<file path="config.mk">
export PLATFORM = sky130hd
export DESIGN_NAME = display_test_pattern_generator_flat
export DESIGN_NICKNAME = d
export VERILOG_FILES = /design/src/rtl/dtpg_pkg.sv /design/src/rtl/dtpg_if.sv /design/src/rtl/display_test_pattern_generator.sv /design/src/flat_wrapper.sv
export SDC_FILE = /design/constraint.sdc
export NUM_CORES = 2
export LEC_CHECK = 0
export BUFFER_PORTS_ARGS = -buffer_cell sky130_fd_sc_hd__buf_2
export CORE_MARGIN = 4
export CORE_UTILIZATION = 60
export DETAILED_ROUTE_END_ITERATION = 6
export GPL_ROUTABILITY_DRIVEN = 0
export GPL_TIMING_DRIVEN = 0
export PLACE_DENSITY = 0.9
export SYNTH_ARGS = -nofsm -noshare
export SYNTH_HDL_FRONTEND = slang
export SYNTH_SLANG_ARGS = --single-unit
</file>
<file path="constraint.sdc">
create_clock -name clk_i -period 7.4 [get_ports clk_i]
set_input_delay 1.48 -clock clk_i [delete_from_list [all_inputs] [get_ports clk_i]]
set_output_delay 1.48 -clock clk_i [all_outputs]
set_load 0.1 [all_outputs]
</file>
<file path="src/rtl/dtpg_pkg.sv">
// ----------------------------------------------------------------------------
// dtpg_pkg
// Shared widths, colours, mode and register codes, hash constants and
// small colour lookup functions for the display test pattern generator.
// ----------------------------------------------------------------------------
package dtpg_pkg;

  // default geometry
  localparam int DEF_SCREEN_WIDTH  = 240;
  localparam int DEF_SCREEN_HEIGHT = 135;
  localparam int DEF_CHECK_SIZE    = 12;
  localparam int DEF_NOISE_BLOCK   = 8;
  localparam int DEF_STRIPE_HEIGHT = 10;

  // channel widths
  localparam int COORD_W    = 8;
  localparam int COLOUR_W   = 16;
  localparam int MODE_W     = 3;
  localparam int CFG_IDX_W  = 2;
  localparam int CFG_DATA_W = MODE_W;

  typedef logic [COLOUR_W-1:0] colour_t;

  localparam colour_t C_RED   = 16'hF800;
  localparam colour_t C_GREEN = 16'h07E0;
  localparam colour_t C_BLUE  = 16'h001F;
  localparam colour_t C_WHITE = 16'hFFFF;
  localparam colour_t C_BLACK = 16'h0000;
  localparam colour_t C_HALO  = 16'h2104;

  typedef enum logic [MODE_W-1:0] {
    MODE_FLASH,
    MODE_RAMP,
    MODE_CHECKER,
    MODE_HASH,
    MODE_CROSS,
    MODE_STRIPE
  } mode_e;

  localparam int MODE_COUNT = 6;

  // configuration register indexes
  localparam logic [CFG_IDX_W-1:0] REG_MODE   = 2'd0;
  localparam logic [CFG_IDX_W-1:0] REG_PAUSED = 2'd1;

  // ramp runs red, green, blue, white, black
  localparam int RAMP_LEN = 5;
  localparam int RAMP_W   = 3;

  // walker arms change colour every ARM_SPAN columns, cycling over three
  localparam int ARM_SPAN   = 80;
  localparam int ARM_CNT_W  = $clog2(ARM_SPAN);
  localparam int ARM_COUNT  = 3;
  localparam int ARM_SEL_W  = 2;

  // halo rows on each side of the sweep stripe
  localparam int HALO_ROWS = 2;

  // noise hash
  localparam logic [31:0] SEED_RESET = 32'd1;
  localparam logic [31:0] HASH_MUL_X = 32'h9E3779B1;
  localparam logic [31:0] HASH_MUL_Y = 32'h85EBCA77;
  localparam logic [31:0] HASH_MIX_A = 32'h7FEB352D;
  localparam logic [31:0] HASH_MIX_B = 32'h846CA68B;

  // reciprocal shift, exact for 8-bit coordinates and divisors up to 256
  localparam int RECIP_SHIFT = 16;

  function automatic colour_t ramp_colour(logic [RAMP_W-1:0] step);
    colour_t c;
    case (step)
      3'd0, 3'd5: c = C_RED;
      3'd1, 3'd6: c = C_GREEN;
      3'd2, 3'd7: c = C_BLUE;
      3'd3:       c = C_WHITE;
      default:    c = C_BLACK;
    endcase
    return c;
  endfunction

  function automatic colour_t arm_colour(logic [ARM_SEL_W-1:0] sel);
    colour_t c;
    case (sel)
      2'd0:    c = C_RED;
      2'd1:    c = C_GREEN;
      default: c = C_BLUE;
    endcase
    return c;
  endfunction

endpackage

</file>
<file path="src/rtl/dtpg_if.sv">
// ----------------------------------------------------------------------------
// dtpg channel interfaces
// Valid/ready channels for pixel coordinates, pixel colours and register
// writes of the display test pattern generator.
// ----------------------------------------------------------------------------
interface dtpg_pix_if;
  logic                             valid;
  logic                             ready;
  logic [dtpg_pkg::COORD_W-1:0]     pixel_x;
  logic [dtpg_pkg::COORD_W-1:0]     pixel_y;
  logic                             frame_last;

  modport source (output valid, output pixel_x, output pixel_y, output frame_last,
                  input ready);
  modport sink   (input valid, input pixel_x, input pixel_y, input frame_last,
                  output ready);
endinterface

interface dtpg_col_if;
  logic                             valid;
  logic                             ready;
  logic [dtpg_pkg::COLOUR_W-1:0]    pixel_colour;

  modport source (output valid, output pixel_colour, input ready);
  modport sink   (input valid, input pixel_colour, output ready);
endinterface

interface dtpg_cfg_if;
  logic                             valid;
  logic                             ready;
  logic [dtpg_pkg::CFG_IDX_W-1:0]   index;
  logic [dtpg_pkg::CFG_DATA_W-1:0]  data;

  modport source (output valid, output index, output data, input ready);
  modport sink   (input valid, input index, input data, output ready);
endinterface

</file>
<file path="src/rtl/display_test_pattern_generator.sv">
// ----------------------------------------------------------------------------
// display_test_pattern_generator
// Maps raster pixel coordinates to an RGB565 colour from one of six LCD
// test patterns; per-frame pattern state steps on the last pixel of a frame.
// ----------------------------------------------------------------------------
//  channel  dir  beat contents                        handshake
//  cfg_i    in   index, data (mode / paused)          valid, ready (always 1)
//  pix_i    in   pixel_x, pixel_y, frame_last         valid, ready
//  col_o    out  pixel_colour                         valid, ready
//
//  One pixel per clock sustained while col_o is ready; a colour passes the five
//  register stages around the noise hash multipliers (block index, seed mix,
//  two mixing rounds, output) before it leaves.
//  Unpaused, pattern state steps at an edge that takes a frame_last beat and no cfg write.
//  Reset and a mode write return pattern state to start of sequence.
//  pix_i.ready falls only when all five stages hold beats and col_o stalls.
// ----------------------------------------------------------------------------
module display_test_pattern_generator #(
  parameter int SCREEN_WIDTH  = dtpg_pkg::DEF_SCREEN_WIDTH,
  parameter int SCREEN_HEIGHT = dtpg_pkg::DEF_SCREEN_HEIGHT,
  parameter int CHECK_SIZE    = dtpg_pkg::DEF_CHECK_SIZE,
  parameter int NOISE_BLOCK   = dtpg_pkg::DEF_NOISE_BLOCK,
  parameter int STRIPE_HEIGHT = dtpg_pkg::DEF_STRIPE_HEIGHT
) (
  input  logic              clk_i,
  input  logic              rst_ni,
  dtpg_cfg_if.sink          cfg_i,
  dtpg_pix_if.sink          pix_i,
  dtpg_col_if.source        col_o
);

  localparam int COORD_W = dtpg_pkg::COORD_W;
  localparam int COL_W   = $clog2(SCREEN_WIDTH);
  localparam int ROW_W   = $clog2(SCREEN_HEIGHT);
  localparam int XCMP_W  = ((COL_W > COORD_W) ? COL_W : COORD_W) + 1;
  localparam int YCMP_W  = ((ROW_W > COORD_W) ? ROW_W : COORD_W) + 1;

  localparam logic [COL_W-1:0] COL_LAST = COL_W'(SCREEN_WIDTH - 1);
  localparam logic [ROW_W-1:0] ROW_LAST = ROW_W'(SCREEN_HEIGHT - 1);

  localparam int STRIPE_STEP = STRIPE_HEIGHT % SCREEN_HEIGHT;

  localparam int MUL_W  = dtpg_pkg::RECIP_SHIFT + 1;
  localparam int PROD_W = MUL_W + COORD_W;
  localparam int CK_MUL = ((1 << dtpg_pkg::RECIP_SHIFT) + CHECK_SIZE - 1) / CHECK_SIZE;
  localparam int NB_MUL = ((1 << dtpg_pkg::RECIP_SHIFT) + NOISE_BLOCK - 1) / NOISE_BLOCK;

  localparam logic [dtpg_pkg::ARM_CNT_W-1:0] ARM_CNT_LAST =
    dtpg_pkg::ARM_CNT_W'(dtpg_pkg::ARM_SPAN - 1);
  localparam logic [dtpg_pkg::ARM_SEL_W-1:0] ARM_SEL_LAST =
    dtpg_pkg::ARM_SEL_W'(dtpg_pkg::ARM_COUNT - 1);
  localparam logic [dtpg_pkg::RAMP_W-1:0] RAMP_LAST =
    dtpg_pkg::RAMP_W'(dtpg_pkg::RAMP_LEN - 1);

  // --------------------------------------------------------------------------
  // handshakes
  // --------------------------------------------------------------------------
  logic cfg_acc, pix_acc;
  logic va_q, vb_q, vc_q, vd_q, ve_q;
  logic en_a, en_b, en_c, en_d, en_e;

  assign cfg_i.ready = 1'b1;
  assign cfg_acc     = cfg_i.valid;

  // a stage moves when it is empty or the next one moves
  assign en_e = !ve_q || col_o.ready;
  assign en_d = !vd_q || en_e;
  assign en_c = !vc_q || en_d;
  assign en_b = !vb_q || en_c;
  assign en_a = !va_q || en_b;

  assign pix_i.ready = en_a;
  assign pix_acc     = pix_i.valid && en_a;

  // --------------------------------------------------------------------------
  // configuration and pattern state
  // --------------------------------------------------------------------------
  dtpg_pkg::mode_e                 mode_q, mode_d;
  logic                            paused_q, paused_d;
  logic                            flash_q, flash_d;
  logic [dtpg_pkg::RAMP_W-1:0]     ramp_q, ramp_d;
  logic                            parity_q, parity_d;
  logic [COL_W-1:0]                wcol_q, wcol_d;
  logic [ROW_W-1:0]                wrow_q, wrow_d;
  logic [dtpg_pkg::ARM_CNT_W-1:0]  arm_cnt_q, arm_cnt_d;
  logic [dtpg_pkg::ARM_SEL_W-1:0]  arm_sel_q, arm_sel_d;
  logic [ROW_W-1:0]                top_q, top_d;
  logic [31:0]                     seed_q, seed_d;

  logic [dtpg_pkg::MODE_W-1:0]     mode_wr;
  logic [31:0]                     xs1, xs2, xs3;
  logic [ROW_W:0]                  top_sum;
  logic [ROW_W:0]                  top_wrap;

  assign mode_wr = (cfg_i.data >= dtpg_pkg::MODE_W'(dtpg_pkg::MODE_COUNT))
                 ? cfg_i.data - dtpg_pkg::MODE_W'(dtpg_pkg::MODE_COUNT)
                 : cfg_i.data;

  // xorshift32 seed step
  assign xs1 = seed_q ^ (seed_q << 13);
  assign xs2 = xs1 ^ (xs1 >> 17);
  assign xs3 = xs2 ^ (xs2 << 5);

  assign top_sum  = {1'b0, top_q} + (ROW_W + 1)'(STRIPE_STEP);
  assign top_wrap = (top_sum >= (ROW_W + 1)'(SCREEN_HEIGHT))
                  ? top_sum - (ROW_W + 1)'(SCREEN_HEIGHT)
                  : top_sum;

  always_comb begin
    mode_d    = mode_q;
    paused_d  = paused_q;
    flash_d   = flash_q;
    ramp_d    = ramp_q;
    parity_d  = parity_q;
    wcol_d    = wcol_q;
    wrow_d    = wrow_q;
    arm_cnt_d = arm_cnt_q;
    arm_sel_d = arm_sel_q;
    top_d     = top_q;
    seed_d    = seed_q;
    if (cfg_acc) begin
      if (cfg_i.index == dtpg_pkg::REG_MODE) begin
        mode_d    = dtpg_pkg::mode_e'(mode_wr);
        flash_d   = 1'b0;
        ramp_d    = '0;
        parity_d  = 1'b0;
        wcol_d    = '0;
        wrow_d    = '0;
        arm_cnt_d = '0;
        arm_sel_d = '0;
        top_d     = '0;
        seed_d    = dtpg_pkg::SEED_RESET;
      end else if (cfg_i.index == dtpg_pkg::REG_PAUSED) begin
        paused_d = cfg_i.data[0];
      end
    end else if (pix_acc && pix_i.frame_last && !paused_q) begin
      case (mode_q)
        dtpg_pkg::MODE_FLASH: begin
          flash_d = !flash_q;
        end
        dtpg_pkg::MODE_RAMP: begin
          ramp_d = (ramp_q >= RAMP_LAST) ? '0 : ramp_q + 1'b1;
        end
        dtpg_pkg::MODE_CHECKER: begin
          parity_d = !parity_q;
        end
        dtpg_pkg::MODE_HASH: begin
          seed_d = xs3;
        end
        dtpg_pkg::MODE_CROSS: begin
          if (wcol_q == COL_LAST) begin
            wcol_d    = '0;
            arm_cnt_d = '0;
            arm_sel_d = '0;
            wrow_d    = (wrow_q == ROW_LAST) ? '0 : wrow_q + 1'b1;
          end else begin
            wcol_d = wcol_q + 1'b1;
            // arm colour index tracks column / span mod three
            if (arm_cnt_q == ARM_CNT_LAST) begin
              arm_cnt_d = '0;
              arm_sel_d = (arm_sel_q == ARM_SEL_LAST) ? '0 : arm_sel_q + 1'b1;
            end else begin
              arm_cnt_d = arm_cnt_q + 1'b1;
            end
          end
        end
        default: begin
          top_d = top_wrap[ROW_W-1:0];
        end
      endcase
    end
  end

  always_ff @(posedge clk_i or negedge rst_ni) begin
    if (!rst_ni) begin
      mode_q    <= dtpg_pkg::MODE_FLASH;
      paused_q  <= 1'b0;
      flash_q   <= 1'b0;
      ramp_q    <= '0;
      parity_q  <= 1'b0;
      wcol_q    <= '0;
      wrow_q    <= '0;
      arm_cnt_q <= '0;
      arm_sel_q <= '0;
      top_q     <= '0;
      seed_q    <= dtpg_pkg::SEED_RESET;
    end else begin
      mode_q    <= mode_d;
      paused_q  <= paused_d;
      flash_q   <= flash_d;
      ramp_q    <= ramp_d;
      parity_q  <= parity_d;
      wcol_q    <= wcol_d;
      wrow_q    <= wrow_d;
      arm_cnt_q <= arm_cnt_d;
      arm_sel_q <= arm_sel_d;
      top_q     <= top_d;
      seed_q    <= seed_d;
    end
  end

  // --------------------------------------------------------------------------
  // pixel colour from current state, formed at the accepting edge
  // --------------------------------------------------------------------------
  logic [XCMP_W-1:0]      x_w, col_w;
  logic [YCMP_W-1:0]      y_w, row_w, top_w, end_w;
  logic                   off_scr;
  dtpg_pkg::colour_t      arm_c, walk_c, sweep_c, base_c;
  logic [PROD_W-1:0]      ck_px, ck_py, nb_px, nb_py;

  assign x_w   = XCMP_W'(pix_i.pixel_x);
  assign y_w   = YCMP_W'(pix_i.pixel_y);
  assign col_w = XCMP_W'(wcol_q);
  assign row_w = YCMP_W'(wrow_q);
  assign top_w = YCMP_W'(top_q);
  assign end_w = top_w + YCMP_W'(STRIPE_HEIGHT);

  assign off_scr = (x_w >= XCMP_W'(SCREEN_WIDTH)) || (y_w >= YCMP_W'(SCREEN_HEIGHT));

  assign arm_c = dtpg_pkg::arm_colour(arm_sel_q);

  always_comb begin
    if (x_w == col_w && y_w == row_w) begin
      walk_c = dtpg_pkg::C_WHITE;
    end else if (y_w == row_w && (x_w + 1'b1 == col_w || x_w == col_w + 1'b1)) begin
      walk_c = arm_c;
    end else if (x_w == col_w && (y_w + 1'b1 == row_w || y_w == row_w + 1'b1)) begin
      walk_c = arm_c;
    end else begin
      walk_c = dtpg_pkg::C_BLACK;
    end
  end

  always_comb begin
    if (y_w >= top_w && y_w < end_w) begin
      sweep_c = dtpg_pkg::C_WHITE;
    end else if (top_w >= YCMP_W'(dtpg_pkg::HALO_ROWS)
                 && y_w >= top_w - YCMP_W'(dtpg_pkg::HALO_ROWS) && y_w < top_w) begin
      sweep_c = dtpg_pkg::C_HALO;
    end else if (end_w + YCMP_W'(dtpg_pkg::HALO_ROWS) <= YCMP_W'(SCREEN_HEIGHT)
                 && y_w >= end_w && y_w < end_w + YCMP_W'(dtpg_pkg::HALO_ROWS)) begin
      sweep_c = dtpg_pkg::C_HALO;
    end else begin
      sweep_c = dtpg_pkg::C_BLACK;
    end
  end

  always_comb begin
    case (mode_q)
      dtpg_pkg::MODE_FLASH:   base_c = flash_q ? dtpg_pkg::C_WHITE : dtpg_pkg::C_BLACK;
      dtpg_pkg::MODE_RAMP:    base_c = dtpg_pkg::ramp_colour(ramp_q);
      dtpg_pkg::MODE_CHECKER: base_c = dtpg_pkg::C_BLACK;
      dtpg_pkg::MODE_HASH:    base_c = dtpg_pkg::C_BLACK;
      dtpg_pkg::MODE_CROSS:   base_c = walk_c;
      default:                base_c = sweep_c;
    endcase
  end

  // constant division by reciprocal multiply
  assign ck_px = PROD_W'(pix_i.pixel_x) * PROD_W'(CK_MUL);
  assign ck_py = PROD_W'(pix_i.pixel_y) * PROD_W'(CK_MUL);
  assign nb_px = PROD_W'(pix_i.pixel_x) * PROD_W'(NB_MUL);
  assign nb_py = PROD_W'(pix_i.pixel_y) * PROD_W'(NB_MUL);

  // --------------------------------------------------------------------------
  // stage a: block indexes, checker bit, base colour
  // --------------------------------------------------------------------------
  logic                   chk_a_q, hash_a_q, off_a_q, par_a_q;
  dtpg_pkg::colour_t      base_a_q;
  logic [COORD_W-1:0]     bx_a_q, by_a_q;
  logic [31:0]            seed_a_q;

  always_ff @(posedge clk_i) begin
    if (en_a) begin
      chk_a_q  <= (mode_q == dtpg_pkg::MODE_CHECKER);
      hash_a_q <= (mode_q == dtpg_pkg::MODE_HASH) && !off_scr;
      off_a_q  <= off_scr;
      par_a_q  <= parity_q;
      base_a_q <= base_c;
      bx_a_q   <= nb_px[dtpg_pkg::RECIP_SHIFT +: COORD_W];
      by_a_q   <= nb_py[dtpg_pkg::RECIP_SHIFT +: COORD_W];
      seed_a_q <= seed_q;
    end
  end

  logic chk_bit_a_q;
  always_ff @(posedge clk_i) begin
    if (en_a) begin
      chk_bit_a_q <= ck_px[dtpg_pkg::RECIP_SHIFT] ^ ck_py[dtpg_pkg::RECIP_SHIFT];
    end
  end

  // --------------------------------------------------------------------------
  // stage b: seed mix, final colour for every pattern but noise
  // --------------------------------------------------------------------------
  logic                   hash_b_q;
  dtpg_pkg::colour_t      col_b_q, col_a;
  logic [31:0]            h0_b_q, h0;

  always_comb begin
    if (off_a_q) begin
      col_a = dtpg_pkg::C_BLACK;
    end else if (chk_a_q) begin
      col_a = (chk_bit_a_q ^ par_a_q) ? dtpg_pkg::C_WHITE : dtpg_pkg::C_BLACK;
    end else begin
      col_a = base_a_q;
    end
  end

  assign h0 = seed_a_q ^ (32'(bx_a_q) * dtpg_pkg::HASH_MUL_X)
                       ^ (32'(by_a_q) * dtpg_pkg::HASH_MUL_Y);

  always_ff @(posedge clk_i) begin
    if (en_b) begin
      hash_b_q <= hash_a_q;
      col_b_q  <= col_a;
      h0_b_q   <= h0;
    end
  end

  // --------------------------------------------------------------------------
  // stages c and d: hash mixing rounds
  // --------------------------------------------------------------------------
  logic                   hash_c_q, hash_d_q;
  dtpg_pkg::colour_t      col_c_q, col_d_q;
  logic [31:0]            h1_c_q, h2_d_q, hm_b, hm_c;

  assign hm_b = h0_b_q ^ (h0_b_q >> 16);
  assign hm_c = h1_c_q ^ (h1_c_q >> 15);

  always_ff @(posedge clk_i) begin
    if (en_c) begin
      hash_c_q <= hash_b_q;
      col_c_q  <= col_b_q;
      h1_c_q   <= hm_b * dtpg_pkg::HASH_MIX_A;
    end
  end

  always_ff @(posedge clk_i) begin
    if (en_d) begin
      hash_d_q <= hash_c_q;
      col_d_q  <= col_c_q;
      h2_d_q   <= hm_c * dtpg_pkg::HASH_MIX_B;
    end
  end

  // --------------------------------------------------------------------------
  // stage e: result register
  // --------------------------------------------------------------------------
  dtpg_pkg::colour_t out_q;

  // top half of h ^ (h >> 16) is just the top half of h
  always_ff @(posedge clk_i) begin
    if (en_e) begin
      out_q <= hash_d_q ? h2_d_q[31:16] : col_d_q;
    end
  end

  always_ff @(posedge clk_i or negedge rst_ni) begin
    if (!rst_ni) begin
      va_q <= 1'b0;
      vb_q <= 1'b0;
      vc_q <= 1'b0;
      vd_q <= 1'b0;
      ve_q <= 1'b0;
    end else begin
      if (en_a) va_q <= pix_i.valid;
      if (en_b) vb_q <= va_q;
      if (en_c) vc_q <= vb_q;
      if (en_d) vd_q <= vc_q;
      if (en_e) ve_q <= vd_q;
    end
  end

  assign col_o.valid        = ve_q;
  assign col_o.pixel_colour = out_q;

`ifndef NO_ASSERTIONS
  // xorshift from a nonzero seed never reaches zero
  a_seed_nonzero: assert property (@(posedge clk_i) disable iff (!rst_ni)
    seed_q != '0)
    else $error("noise seed reached zero");

  // a paused beat leaves pattern state alone
  a_paused_frozen: assert property (@(posedge clk_i) disable iff (!rst_ni)
    (pix_acc && paused_q && !cfg_acc) |=>
      ($stable(seed_q) && $stable(wcol_q) && $stable(wrow_q) && $stable(top_q)
       && $stable(ramp_q) && $stable(flash_q) && $stable(parity_q)))
    else $error("pattern state moved while paused");

  a_pos_in_range: assert property (@(posedge clk_i) disable iff (!rst_ni)
    (wcol_q <= COL_LAST) && (wrow_q <= ROW_LAST)
    && ({1'b0, top_q} < (ROW_W + 1)'(SCREEN_HEIGHT)) && (arm_cnt_q <= ARM_CNT_LAST))
    else $error("walker or stripe position out of range");

  // an accepted beat always lands in the first stage
  a_accept_loads: assert property (@(posedge clk_i) disable iff (!rst_ni)
    pix_acc |=> va_q)
    else $error("accepted beat lost at stage a");
`endif

endmodule
</file>
<file path="src/flat_wrapper.sv">
// flat-port wrapper written by rule: the top's interface ports become plain ports
module display_test_pattern_generator_flat 
#(
  parameter int SCREEN_WIDTH  = dtpg_pkg::DEF_SCREEN_WIDTH,
  parameter int SCREEN_HEIGHT = dtpg_pkg::DEF_SCREEN_HEIGHT,
  parameter int CHECK_SIZE    = dtpg_pkg::DEF_CHECK_SIZE,
  parameter int NOISE_BLOCK   = dtpg_pkg::DEF_NOISE_BLOCK,
  parameter int STRIPE_HEIGHT = dtpg_pkg::DEF_STRIPE_HEIGHT
)
  (clk_i, rst_ni, cfg_i_valid, cfg_i_index, cfg_i_data, cfg_i_ready, pix_i_valid, pix_i_pixel_x, pix_i_pixel_y, pix_i_frame_last, pix_i_ready, col_o_valid, col_o_pixel_colour, col_o_ready);
  dtpg_cfg_if cfg_i_i ();
  dtpg_pix_if pix_i_i ();
  dtpg_col_if col_o_i ();
  input  logic clk_i;
  input  logic rst_ni;
  input wire logic [$bits(cfg_i_i.valid)-1:0] cfg_i_valid;
  input wire logic [$bits(cfg_i_i.index)-1:0] cfg_i_index;
  input wire logic [$bits(cfg_i_i.data)-1:0] cfg_i_data;
  output wire logic [$bits(cfg_i_i.ready)-1:0] cfg_i_ready;
  input wire logic [$bits(pix_i_i.valid)-1:0] pix_i_valid;
  input wire logic [$bits(pix_i_i.pixel_x)-1:0] pix_i_pixel_x;
  input wire logic [$bits(pix_i_i.pixel_y)-1:0] pix_i_pixel_y;
  input wire logic [$bits(pix_i_i.frame_last)-1:0] pix_i_frame_last;
  output wire logic [$bits(pix_i_i.ready)-1:0] pix_i_ready;
  output wire logic [$bits(col_o_i.valid)-1:0] col_o_valid;
  output wire logic [$bits(col_o_i.pixel_colour)-1:0] col_o_pixel_colour;
  input wire logic [$bits(col_o_i.ready)-1:0] col_o_ready;
  assign cfg_i_i.valid = cfg_i_valid;
  assign cfg_i_i.index = cfg_i_index;
  assign cfg_i_i.data = cfg_i_data;
  assign cfg_i_ready = cfg_i_i.ready;
  assign pix_i_i.valid = pix_i_valid;
  assign pix_i_i.pixel_x = pix_i_pixel_x;
  assign pix_i_i.pixel_y = pix_i_pixel_y;
  assign pix_i_i.frame_last = pix_i_frame_last;
  assign pix_i_ready = pix_i_i.ready;
  assign col_o_valid = col_o_i.valid;
  assign col_o_pixel_colour = col_o_i.pixel_colour;
  assign col_o_i.ready = col_o_ready;
  display_test_pattern_generator #(.SCREEN_WIDTH(SCREEN_WIDTH), .SCREEN_HEIGHT(SCREEN_HEIGHT), .CHECK_SIZE(CHECK_SIZE), .NOISE_BLOCK(NOISE_BLOCK), .STRIPE_HEIGHT(STRIPE_HEIGHT)) u_core (.clk_i(clk_i), .rst_ni(rst_ni), .cfg_i(cfg_i_i), .pix_i(pix_i_i), .col_o(col_o_i));
endmodule
</file>
* Yosys cells after proc, flatten, opt, wreduce, memory -nomap -nowiden
Cells that the tools add are included.
** Storage, ports and cells
- Output and inout bits :: 19
- Input port bits :: 27
- Register bits :: 305
- Word-level logic and storage cells :: 215
** Cells by class
- Equal/unequal tests :: 24
- Bitwise gates (word level) :: 10
- $mul :: 6
- Reduce and logical (&&, ||, !) cells :: 56
- Add/subtract/negate cells :: 14
- Mux-type cells :: 57
- $lt $le $gt $ge :: 13
** Operators with widths (number)
- two-way mux 16 bit :: 9
- two-way mux 32 bit :: 4
- one-hot mux 16 bit (4 select lines) :: 2
- XOR 32 bit :: 4
- two-way mux 8 bit :: 14
- multiplier 5 x 32 -> 32 bit, second input constant :: 2
- two-way mux 7 bit :: 6
- adder 8 x 1 -> 9 bit, second input constant :: 4
- multiplier 32 x 31 -> 32 bit, second input constant :: 1
- multiplier 32 x 32 -> 32 bit, second input constant :: 1
- multiplier 8 x 12 -> 16 bit, second input constant :: 2
- one-hot mux 16 bit (2 select lines) :: 1
- XOR 32 x 15 -> 32 bit :: 1
- XOR 32 x 16 -> 32 bit :: 1
- XOR 32 x 17 -> 32 bit :: 1
- AND reduction 3 bit :: 7
- == test 8 x 9 -> 1 bit :: 2
- == test 9 x 8 -> 1 bit :: 2
- >= comparator 8 x 9 -> 1 bit :: 2
- less-than comparator 8 x 9 -> 1 bit :: 2
- two-way mux 3 bit :: 6
- adder 8 x 1 -> 8 bit, second input constant :: 2
- == test 8 bit :: 2
- == test 8 bit, second input constant :: 2
- 38 further kinds :: 100

* Longest topological paths before layout
- Depth in word-level cells :: 11
- Gate-level depth with buffers :: 27
- Depth with buffers taken out :: 27

* Worst setup path after synthesis
OpenSTA, ideal clock, no wires.
- Path type :: reg2reg
- From :: register u_core.h0_b_q[16]
- To :: register u_core.h1_c_q[31] (data pin)
- Clock period less this slack :: 7.291 ns
- Setup time :: 0.266 ns
- Stages on the path, launching flop included :: 23
- Required time :: 7.134 ns
- Path slack :: 0.109 ns
- Path buffers :: 0
- Data arrival time :: 7.024 ns
- Cells stage by stage :: edfxtp_1 xor2_1 xor2_1 ha_1 fa_1 inv_1 fa_1 fa_1 fa_1 fa_1 inv_1 fa_1 inv_1 fa_1 xnor2_1 xnor2_1 xnor2_1 xnor2_1 xnor2_1 xnor2_1 nor3_1 a31oi_1 nand4b_1
** Between the ends
- Cells in the longest elaborated chain, start to end :: 2
** RTL lines
- start: declaration :: RTL line display_test_pattern_generator.sv:298 : logic [31:0] h0_b_q, h0;
- start signal: assignment :: RTL line display_test_pattern_generator.sv:317 : h0_b_q <= h0;
- XOR 32 x 16 -> 32 bit :: RTL line display_test_pattern_generator.sv:328 : assign hm_b = h0_b_q ^ (h0_b_q >> 16);
- via u_core.hm_b[0] :: RTL line display_test_pattern_generator.sv:326 : logic [31:0] h1_c_q, h2_d_q, hm_b, hm_c;
- multiplier 32 x 31 -> 32 bit :: RTL line display_test_pattern_generator.sv:335 : h1_c_q <= hm_b * dtpg_pkg::HASH_MIX_A;
- end signal: assignment :: RTL line display_test_pattern_generator.sv:335
- end: declaration :: RTL line display_test_pattern_generator.sv:326
The timed path passes the listed nets, and every way through them passes these cells.
A chain may end at the register's enable or synchronous reset.

* Final worst setup path
- From :: register u_core.h0_b_q[18]
- To :: register u_core.h1_c_q[29] (data pin)
** Between the ends
- Cells in the longest elaborated chain, start to end :: 2
** RTL lines (RTL line)
- XOR 32 x 16 -> 32 bit :: display_test_pattern_generator.sv:328
- multiplier 32 x 31 -> 32 bit :: display_test_pattern_generator.sv:335
Every way passes these cells.

==> results by group <==
Timing
  – Tcrit/Tclk final: 110%
  – Slew headroom: between 20% and 30%
  – RSZ-0062 raised after global routing: yes
  – Setup ws final: -719 ps
  – F_max: 0.123 GHz
  – Final hold vios: 0
  – Max-slew violations: 0
  – Setup Skew: 46.6 ps
  – Clock period minus worst slack: 8120 ps
  – Final setup vio count: 13
  – Least-Margin Pin Slew: 1080 ps

CTS
  – Clk_lat worst skew: 620 ps
  – Clk slew on worst S/H paths: 70 ps
  – TritonCTS clock tree: yes
  – Max Buffers Root-to-Sink: 3
  – Hold buffers post-CTS: 0
  – Htree depth: 1
  – Root cell of the clock tree: clkbuf_16
  – Clk sink count: roughly 250
  – CTS Buf Count: 27

Cells and area
  – Fin nets: 4,703
  – P&R area growth vs syn: 10.4%
  – Filler cells: 3,641
  – Share of layout cells above drive strength 1: between 8 and 9%

Global routing
  – First-pass GRT wire length: 162 mm
  – Pin count of the biggest net entering global routing: 57
  – Global Route Usage Sum: 32.5%
  – Vias in the first global route: 30.3k
  – Initial antenna violation count: 8
  – Grt ovf: 0

Logic synthesis
  – Dominant cells by area after synthesis: fa_1 23%, ha_1 21%, edfxtp_1 14%
  – Synth Cell Area: 0.0355 sq mm
  – Largest family of logic cells by synthesized area: adder cells
  – Synth Area in XOR/XNOR: 11.0%
  – Post-synth EDFFs: 170
  – Yosys cell types: 93
  – Syn nets: 4,548
  – Synth warn: 0
  – Post-synthesis sequential area ratio: between 10% and 20%
  – Asr flop ratio synth: between 30% and 40%
  – Post-Synthesis Cells: between 3k and 4k
  – Synthesized flop and latch total: 249
  – Synth Area in Simple Gates: 7.40%
  – Synth Area in Compound Gates: under 10%
  – Synthesized area per cell: 10.1 sq um
  – Post-synth top area share: 23.2%
  – Post-synthesis mux area share: less than 1%
  – Predominant post-synthesis flop cell: edfxtp_1
  – Largest area contributor in the netlist: fa_1
  – Post-Synth Adder-Cell Area: 43.8%

Routing
  – Avg WL per Cell: 26.4 um
  – DR iter-0 viols: 4,060
  – DR pass1 iterations: 7
  – DRC viols: 366
  – Post-Route WL: 118 mm
  – Routed Antenna Nets: 1
  – Drt via density: 6.60
  – Vias: 29.5k

Run status
  – Violated checks: antenna violations, design-rule violations, negative setup slack
  – Status: finished with violations

Worst hold path
  – Hold Startpoint: u_core.col_b_q[14]
  – Hold Crit Endpoint: u_core.col_c_q[14]
  – Hold Path Depth: 0
  – Type of the most critical hold path: reg2reg

Job
  – Max-cap viol count: 0

Worst setup path
  – Crit-path max FO: 5
  – CP Capture Type: flip-flop
  – CP required: 7760 ps
  – R2R Setup Slk: -720 ps
  – Terminus of the critical flop-to-flop path: u_core.h1_c_q[29]
  – Crit path cell chain: buf_6 -> xor2_4 -> ha_1 -> xor2_1 -> ha_1 -> ha_1 -> inv_1 -> fa_1 -> fa_1 -> inv_1 -> fa_1 -> fa_1 -> fa_1 -> ha_1 -> a21oi_1 -> nor2_1 -> a211oi_1 -> a21boi_1 -> o21ai_0 -> a21oi_1
  – Critical Path Most Common Cell: fa_1
  – CP peak stage delay: 900 ps
  – CP startpoint kind: flip-flop
  – Crit path arrival time: 8480 ps
  – Critical path type: reg2reg
  – Reg2reg start: u_core.h0_b_q[18]
  – Slowest cell on crit path: fa_1
  – Reg2Reg Depth: 20

Die
  – Area of the die: 0.0632 sq mm
  – Die height: roughly 250 um
  – Die width: 251 um
  – Starting Density: 61.1%
  – Row cnt: 88
  – Core footprint: between 0.05 and 0.06 sq mm
  – I/O pins: 46

Placement
  – Setup slack at placement: -1680 ps
  – Detailed Place HPWL: roughly 74 mm
  – Port Buffers: 44
[worst max path at each step]
stage                      start                end  slack (ps)  cells past startpoint
2_1_floorplan  u_core.h0_b_q[16]  u_core.h1_c_q[31]         110                     22
3_3_place_gp   u_core.h0_b_q[16]  u_core.h1_c_q[31]       -1730                     22
3_5_place_dp   u_core.h0_b_q[17]  u_core.h1_c_q[31]       -1680                     22
4_1_cts        u_core.h0_b_q[19]  u_core.h1_c_q[31]           2                     23
5_1_grt         u_core.h0_b_q[0]  u_core.h1_c_q[31]        -710                     26
6_report       u_core.h0_b_q[18]  u_core.h1_c_q[29]        -720                     20
[area by class of cell]
cell class	count	area, sq um	area share [%]
plain buffers	55	241	0.616
repair buffers	126	940	2.40
clock inverters	16	260	0.664
flip-flops and latches	249	7080	18.1
inverters	741	2800	7.13
clock buffers	33	718	1.83
well taps	765	957	2.44
diodes	9	22.5	0.0574
multi-input cells	2480	26200	66.8
[layer usage]
layer / vias to the layer above / wire [um] / global-route usage [%]
met5: - / 353 / 0
met4: 16 / 12300 / 20.5
met3: 1173 / 17100 / 9.69
met2: 2735 / 51500 / 53.5
met1: 13781 / 37000 / 37.3
li1: 11812 / - / -
[state kept, by name, summed over array words and instances (netlist names), 6 cells and up]
signal	cells
u_core.col_o.pixel_colour	16
u_core.col_c_q	6
u_core.seed_a_q	32
u_core.col_d_q	6
u_core.wrow_q	8
u_core.h0_b_q	32
u_core.seed_q	32
u_core.base_a_q	6
u_core.h2_d_q	16
u_core.wcol_q	8
u_core.h1_c_q	32
u_core.col_b_q	6
u_core.arm_cnt_q	7
u_core.top_q	8
[cell families (layout without fill, tap and decap cells)]
family | Yosys count | after routing
flip-flops | 249 | 249
other | 1 | 10
AND/OR/NAND/NOR | 548 | 548
adder cells (fa/ha/maj) | 996 | 996
buffers and inverters | 796 | 971
AO/OA/AOI/OAI | 483 | 483
XOR/XNOR | 439 | 439
multiplexers | 13 | 13
[cell usage after synthesis (all sizes together) (4+ instances only)]
master / number
and3: 15
or3: 13
a41o: 6
a211oi: 12
o21bai: 15
or2: 8
o22ai: 5
fa: 412
mux2: 7
a31o: 4
o31ai: 18
inv: 738
o211ai: 6
nor2b: 26
a21o: 56
nand2: 177
a221oi: 5
buf: 17
o21a: 27
a21oi: 131
a2111oi: 9
a31oi: 19
nand3: 41
dfrtp: 78
a21boi: 7
xnor2: 327
edfxtp: 170
xor2: 112
o21ai: 117
o41ai: 6
o221ai: 4
nand4: 18
nor2: 111
nor3: 59
nor4: 8
nand2b: 32
mux2i: 6
nor3b: 6
ha: 584
a41oi: 4
and2: 22
clkbuf: 38
[timing repair]
action	in CTS	in global routing
gates resized for setup	51	59
setup buffers	20	59
pin swaps	10	27
endpoints found under the setup margin	16	15
[cells in the final DEF, fill, tap and decap left out, types with 9 or more instances in the layout]
cell type  count
a211oi_1      11
a21o_1        56
a21oi_1      127
a31oi_1       17
and2_1        22
and3_1        13
buf_2         56
buf_4         73
clkbuf_1      42
clkbuf_16     27
dfrtp_1       78
diode_2        9
edfxtp_1     170
fa_1         406
ha_1         576
inv_1        727
nand2_1      176
nand2b_1      32
nand3_1       40
nand4_1       18
nor2_1       110
nor2b_1       26
nor3_1        59
o21a_1        27
o21ai_0      105
o21ai_1       11
o21bai_1      15
o31ai_1       18
or3_1         13
xnor2_1      302
xnor2_2       17
xor2_1        88
xor2_4        18
[worst max-delay path: cells and delay by family (launching register included)]
family	cells	cell delay, ps
compound gates	5	1320
fa+ha+maj	9	4590
simple gates	1	70
xor+xnor	2	600
flops	1	560
buf+inv	3	710
[per-stage QoR]
stage / hold WS (ps) / util, % / cells / area [sq um] / setup TNS, ps
CTS: 419 / 65.9 / 4406 / 38300 / 0
finish: 387 / 67.4 / 4474 / 39200 / -4310
detailed placement: 405 / 63.3 / 4337 / 36800 / -6040
global placement: 404 / 63.1 / 4334 / 36700 / -5950
global route: 425 / 67.4 / 4465 / 39200 / -4810
floorplan: 400 / - / 3525 / 35500 / 0
Power is not shown: default switching activity piles up to over one toggle a cycle in this logic, so the estimate is an artifact.
